===== config.mk =====
export PLATFORM = sky130hd
export DESIGN_NAME = ckmp_cfg
export DESIGN_NICKNAME = d
export VERILOG_FILES = /design/src/hdl/ckmp_pkg.sv /design/src/hdl/ckmp_cfg.sv
export SDC_FILE = /design/constraint.sdc
export NUM_CORES = 1
export LEC_CHECK = 0
export BUFFER_PORTS_ARGS = -buffer_cell sky130_fd_sc_hd__buf_4
export CORE_ASPECT_RATIO = 0.5
export CORE_MARGIN = 2
export CORE_UTILIZATION = 47
export DETAILED_ROUTE_END_ITERATION = 8
export PLACE_DENSITY = 0.86
export SLEW_MARGIN = 40
export SYNTH_ARGS = -nofsm -noshare
export SYNTH_HDL_FRONTEND = slang
export SYNTH_SLANG_ARGS = --single-unit

===== constraint.sdc =====
create_clock -name i_clk -period 2.65 [get_ports i_clk]
set_input_delay 0.3975 -clock i_clk [delete_from_list [all_inputs] [get_ports i_clk]]
set_output_delay 0.3975 -clock i_clk [all_outputs]
set_load 0.01 [all_outputs]

===== src/hdl/ckmp_pkg.sv =====
// Shared types, constants and register codes for the color key mask packer.
package ckmp_pkg;

    localparam int PALETTE_DEPTH = 256;
    localparam int MAX_ROW_WIDTH = 4096;
    localparam int COLOR_WIDTH   = 32;

    localparam int PAL_AW  = (PALETTE_DEPTH > 1) ? $clog2(PALETTE_DEPTH) : 1;
    localparam int CNT_W   = $clog2(MAX_ROW_WIDTH);
    localparam int WID_W   = 13;
    localparam int CMP_W   = (CNT_W + 1 > WID_W) ? CNT_W + 1 : WID_W;

    localparam int APB_AW  = 4;
    localparam int APB_DW  = 32;

    // Register indexes (byte address is four times the index).
    localparam logic [1:0] REG_PIXEL_MODE = 2'd0;
    localparam logic [1:0] REG_KEY_COLOR  = 2'd1;
    localparam logic [1:0] REG_ROW_WIDTH  = 2'd2;

    localparam logic REQ_PIXEL   = 1'b0;
    localparam logic REQ_PALETTE = 1'b1;

    localparam logic MODE_DIRECT  = 1'b0;
    localparam logic MODE_INDEXED = 1'b1;

    localparam logic [7:0] FIRST_BIT = 8'd128;

    typedef struct packed {
        logic        req_type;
        logic [31:0] pixel_value;
        logic [7:0]  palette_index;
        logic [31:0] palette_color;
    } t_in_item;

    typedef struct packed {
        logic [7:0] mask_byte;
        logic       row_end;
    } t_out_item;

    typedef struct packed {
        logic             pixel_mode;
        logic [31:0]      key_color;
        logic [WID_W-1:0] row_width;
    } t_cfg;

endpackage


===== src/hdl/ckmp_cfg.sv =====
// APB-style configuration registers for the color key mask packer.
module ckmp_cfg (
    input  logic                         i_clk,
    input  logic                         i_rst_n,
    input  logic                         psel,
    input  logic                         penable,
    input  logic                         pwrite,
    input  logic [ckmp_pkg::APB_AW-1:0]  paddr,
    input  logic [ckmp_pkg::APB_DW-1:0]  pwdata,
    output logic [ckmp_pkg::APB_DW-1:0]  prdata,
    output logic                         pready,
    output ckmp_pkg::t_cfg               o_cfg
);

    ckmp_pkg::t_cfg r_cfg;
    logic           wr_en;
    logic [1:0]     reg_idx;

    assign pready  = 1'b1;
    assign wr_en   = psel && penable && pwrite;
    assign reg_idx = paddr[ckmp_pkg::APB_AW-1:2];

    always_ff @(posedge i_clk) begin
        if (!i_rst_n) begin
            r_cfg.pixel_mode <= ckmp_pkg::MODE_DIRECT;
            r_cfg.key_color  <= '0;
            r_cfg.row_width  <= ckmp_pkg::WID_W'(1);
        end else if (wr_en) begin
            case (reg_idx)
                ckmp_pkg::REG_PIXEL_MODE: r_cfg.pixel_mode <= pwdata[0];
                ckmp_pkg::REG_KEY_COLOR:  r_cfg.key_color  <= pwdata;
                ckmp_pkg::REG_ROW_WIDTH:  r_cfg.row_width  <= pwdata[ckmp_pkg::WID_W-1:0];
                default: ;
            endcase
        end
    end

    always_comb begin
        case (reg_idx)
            ckmp_pkg::REG_PIXEL_MODE: prdata = {31'd0, r_cfg.pixel_mode};
            ckmp_pkg::REG_KEY_COLOR:  prdata = r_cfg.key_color;
            ckmp_pkg::REG_ROW_WIDTH:
                prdata = {{(ckmp_pkg::APB_DW - ckmp_pkg::WID_W){1'b0}}, r_cfg.row_width};
            default:                  prdata = '0;
        endcase
    end

    assign o_cfg = r_cfg;

endmodule


; ---- Word-level counts from Yosys, hierarchy flattened
; Index checks and enable logic that the tools add are counted.
[totals]
regBits = 46
output_inout_bits = 79
word_cells = 12
[classes]
n_eq_ne = 2
mux = 1
n_reduce_logical = 6
[ops]
columns = op, count
row1 = one-hot mux 32 bit (3 select lines), 1
row2 = AND reduction 2 bit, 3
row3 = equality test 2 x 1 -> 1 bit (second input constant), 1
row4 = equality test 2 bit (second input constant), 1
row5 = logical AND 1 bit, 2
row6 = logical NOT 2 bit, 1

; ---- Longest topological paths before layout
[depth]
depth_word = 3
mapped_depth = 5

; ---- Least setup slack after synthesis
; No wires, ideal clock.
[synth_path]
kind = in2out
startpoint = in paddr[3] (netlist name)
endpoint = out prdata[11] (netlist name)
arrival_ns = 1.066
required_time_ns = 2.253
slack_ns = 1.187
cell_stages = 3
path_buffers = 1
cell_sequence = nor2b_4 -> buf_1 -> a22o_1
[synth_via]
elab_chain_len = 2
elab_cells_between_ends = 4
classes_between = eq/ne (2) / mux (1) / reduce/logical (1)
[synth_rtl]
columns = item, line
row1 = start: declaration, ckmp_cfg.sv:8  ; input logic [ckmp_pkg::APB_AW-1:0] paddr,
row2 = equality test 2 bit (tied with other cells), ckmp_cfg.sv:39  ; case (reg_idx)
row3 = one-hot mux 32 bit (3 select lines) (*), ckmp_cfg.sv:39
row4 = end: declaration, ckmp_cfg.sv:10  ; output logic [ckmp_pkg::APB_DW-1:0] prdata,
; Every way passes the cells marked *; elsewhere a longest branch is shown, timed or not.

; ---- Worst setup path in the final report
[layout_path]
startpoint = in paddr[3] (netlist name)
endpoint = out prdata[7] (netlist name)
; Same word-level chain as after synthesis.

==> key figures <==
Logic synthesis
  – Post-Synthesis Cells: 232
  – Yosys reg bits: 46
  – Top-area cell type share of the netlist area: 0.4327
  – Sequential fraction of the synthesis area: 0.4327
  – Most frequent cells after synthesis: nand2_1 (77), dfxtp_1 (46), mux2i_1 (45), and2_1 (20), a22o_1 (12)
  – Largest area contributor in the synthesized netlist: dfxtp_1
  – Syn avg cell area: 9.174 sq um
  – Mapped Area: 2128 sq um
  – Synth Net Count: 273
  – Asr flop ratio synth: 0
  – Distinct cells, synth: 23
  – Most frequent cell after synthesis: nand2_1
  – Top post-synthesis cells by area: dfxtp_1 (43%), mux2i_1 (21%), nand2_1 (14%)
  – Top_reg_cell synth: dfxtp_1
  – EDFF count, synth: 0
  – Ys Warns: 0

Cells and area
  – # fillers: 356
  – Design area: 3033 sq um
  – Layout cells sized above 1: 0.3739
  – N_diodes: 0
  – Largest register FFs: 46
  – Multi-input gate area: 1052 sq um
  – Register area: 920.9 sq um
  – Nets: 377
  – Area grow syn2layout: 42.50%
  – Final Util: 0.6922

STA
  – Max-slew violations: 0
  – Fin crit share: 0.6498
  – RSZ-0062 raised after global routing: no
  – Final Hold Viols: 0
  – Worst Clk Skew: 0 ps
  – # setup viols final: 0
  – Max Fclk: 580.7 MHz
  – Setup TNS: 0 ps
  – Worst-margin pin slew: 692.6 ps
  – Fin crit period: 1722 ps
  – Max-slew headroom: 0.5383

Place
  – GPL Wtd Cong: 0.8579
  – Hpwl dp: 3.975 mm
  – Placed cell areas: 2927 sq um
  – IO buf count: 116

GRT
  – Vias in the first global route: 1837
  – Grt total ovfl: 0
  – Largest net degree at the start of global routing: 79
  – First-pass GRT wire length: 8.521 mm
  – GRT Util Overall: 0.2095
  – Initial antenna violation count: 0

Setup path
  – Crit. End Element: primary output
  – Cell family with most CP delay: simple AND/OR/NAND/NOR gates
  – Setup Crit Path Kind: primary input to primary output
  – Crit path max fanout: 32
  – Crit-path slowest cell: and2b_4
  – Critical path, cell by cell: buf_4 > and2b_4 > a22o_1 > buf_4
  – WP data required: 2250 ps
  – Most frequent CP cell: buf_4
  – Startpoint Class: primary input
  – CP arrival: 1320 ps
  – Worst Path Buf+Inv: 2
  – Crit path largest cell delay: 460 ps

Power and ir drop
  – Pleak: 1.377 nW
  – Pwr/cell area: 446.6 nW/um^2
  – Worst vdd ir: 0.3151 mV

CTS
  – Worst-path clk slew: 80 ps
  – Post-CTS sizing: 0
  – Clock latency on the worst-skew pair: 290 ps
  – CTS Buf Count: 5
  – Clock Tree Root: clkbuf_8
  – Clk buf depth: 2
  – Hold-fix buffers at CTS: 0
  – CTS Sinks: 46
  – Post-CTS Setup Inserts: 0
  – TritonCTS clock tree: built
  – # H-tree levels: 2

Route
  – Total vias in the final route: 1965
  – # DRC: 0
  – WL/cell: 13.83 um
  – Drt first-iter violations: 47
  – ANT nets after route: 0
  – DRT Wirelength: 5.448 mm
  – Vias/cell: 4.987
  – DRT Pass-1 Iters: 4

Die
  – Ports: 120
  – # rows: 17
  – Die area: 5115 sq um
  – Initial Utilization: 0.4857
  – Die width: 99.17 um
  – Core Box Area: 4382 sq um
  – Die Ht: 51.59 um

Run status
  – Outcome: finished, final reports clean

Hold path
  – Worst min path class: primary input to flip-flop

Flow run
  – Max cap viols: 0
-- final timing paths --
check            start        end  slack [ps]  cells past startpoint
max           paddr[3]  prdata[7]         930                      4
min           paddr[3]  o_cfg[45]         330                      2
max reg2reg  o_cfg[45]  o_cfg[45]        1900                      2
min reg2reg  o_cfg[32]  o_cfg[32]         480                      2
-- worst reg2reg max path, cell delays in order (launching register included) --
cell,delay [ps]
dfxtp_1,390
o311ai_0,150
o41ai_1,110
-- layout make-up --
type / instances / share of cell area
multi-input cells: 165 / 0.3469
flip-flops and latches: 46 / 0.3036
repair buffers: 117 / 0.2896
clock buffers: 7 / 0.02517
well taps: 57 / 0.02351
clock inverters: 1 / 0.009901
inverters: 1 / 0.001238
-- cells by family after synthesis --
family / Yosys count / share of synthesized area
flip-flops: 46 / 0.4327
buffers and inverters: 21 / 0.07289
multiplexers: 45 / 0.2116
AND/OR/NAND/NOR: 103 / 0.2175
other: 1 / 0.001762
AO/OA/AOI/OAI: 16 / 0.06349
-- routing by layer --
metal / track usage / wire [um] / vias up
li1: - / - / 967
met1: 0.2302 / 2134 / 936
met2: 0.4133 / 2987 / 53
met3: 0.04435 / 252 / 9
met4: 0.06393 / 74 / 0
met5: 0 / 0 / -
-- where the power goes --
group / internal (mW) / switching (mW)
combinational: 0.0698 / 0.0680
clock: 0.282 / 0.228
sequential: 0.700 / 0.00689
-- cells in the final DEF, fill, tap and decap left out, drive strengths merged --
cell type / netlist / final
o41ai: 1 / 1
and3: 1 / 1
nand3: 2 / 2
bufinv: 0 / 1
a22o: 12 / 12
nand2: 77 / 77
mux2i: 45 / 45
dfxtp: 46 / 46
inv: 1 / 1
and2: 21 / 21
o311ai: 1 / 1
o211ai: 1 / 1
and2b: 1 / 1
nor2b: 1 / 1
buf: 11 / 117
clkbuf: 9 / 7
conb: 1 / 1
o21ai: 1 / 1
-- stage by stage --
step / total power, mW / setup WS [ps] / cells / hold slack, ps
3_3_place_gp: 0.8558 / 757.4 / 386 / 453.5
3_5_place_dp: 0.8608 / 683.2 / 386 / 465.6
5_1_grt: 1.410 / 868.3 / 394 / 315.4
2_1_floorplan: 0.7927 / 1187 / 232 / 486.8
6_report: 1.355 / 927.9 / 394 / 332.3
4_1_cts: 1.369 / 921.3 / 394 / 325.4
Power figures use the tool's default switching activity.
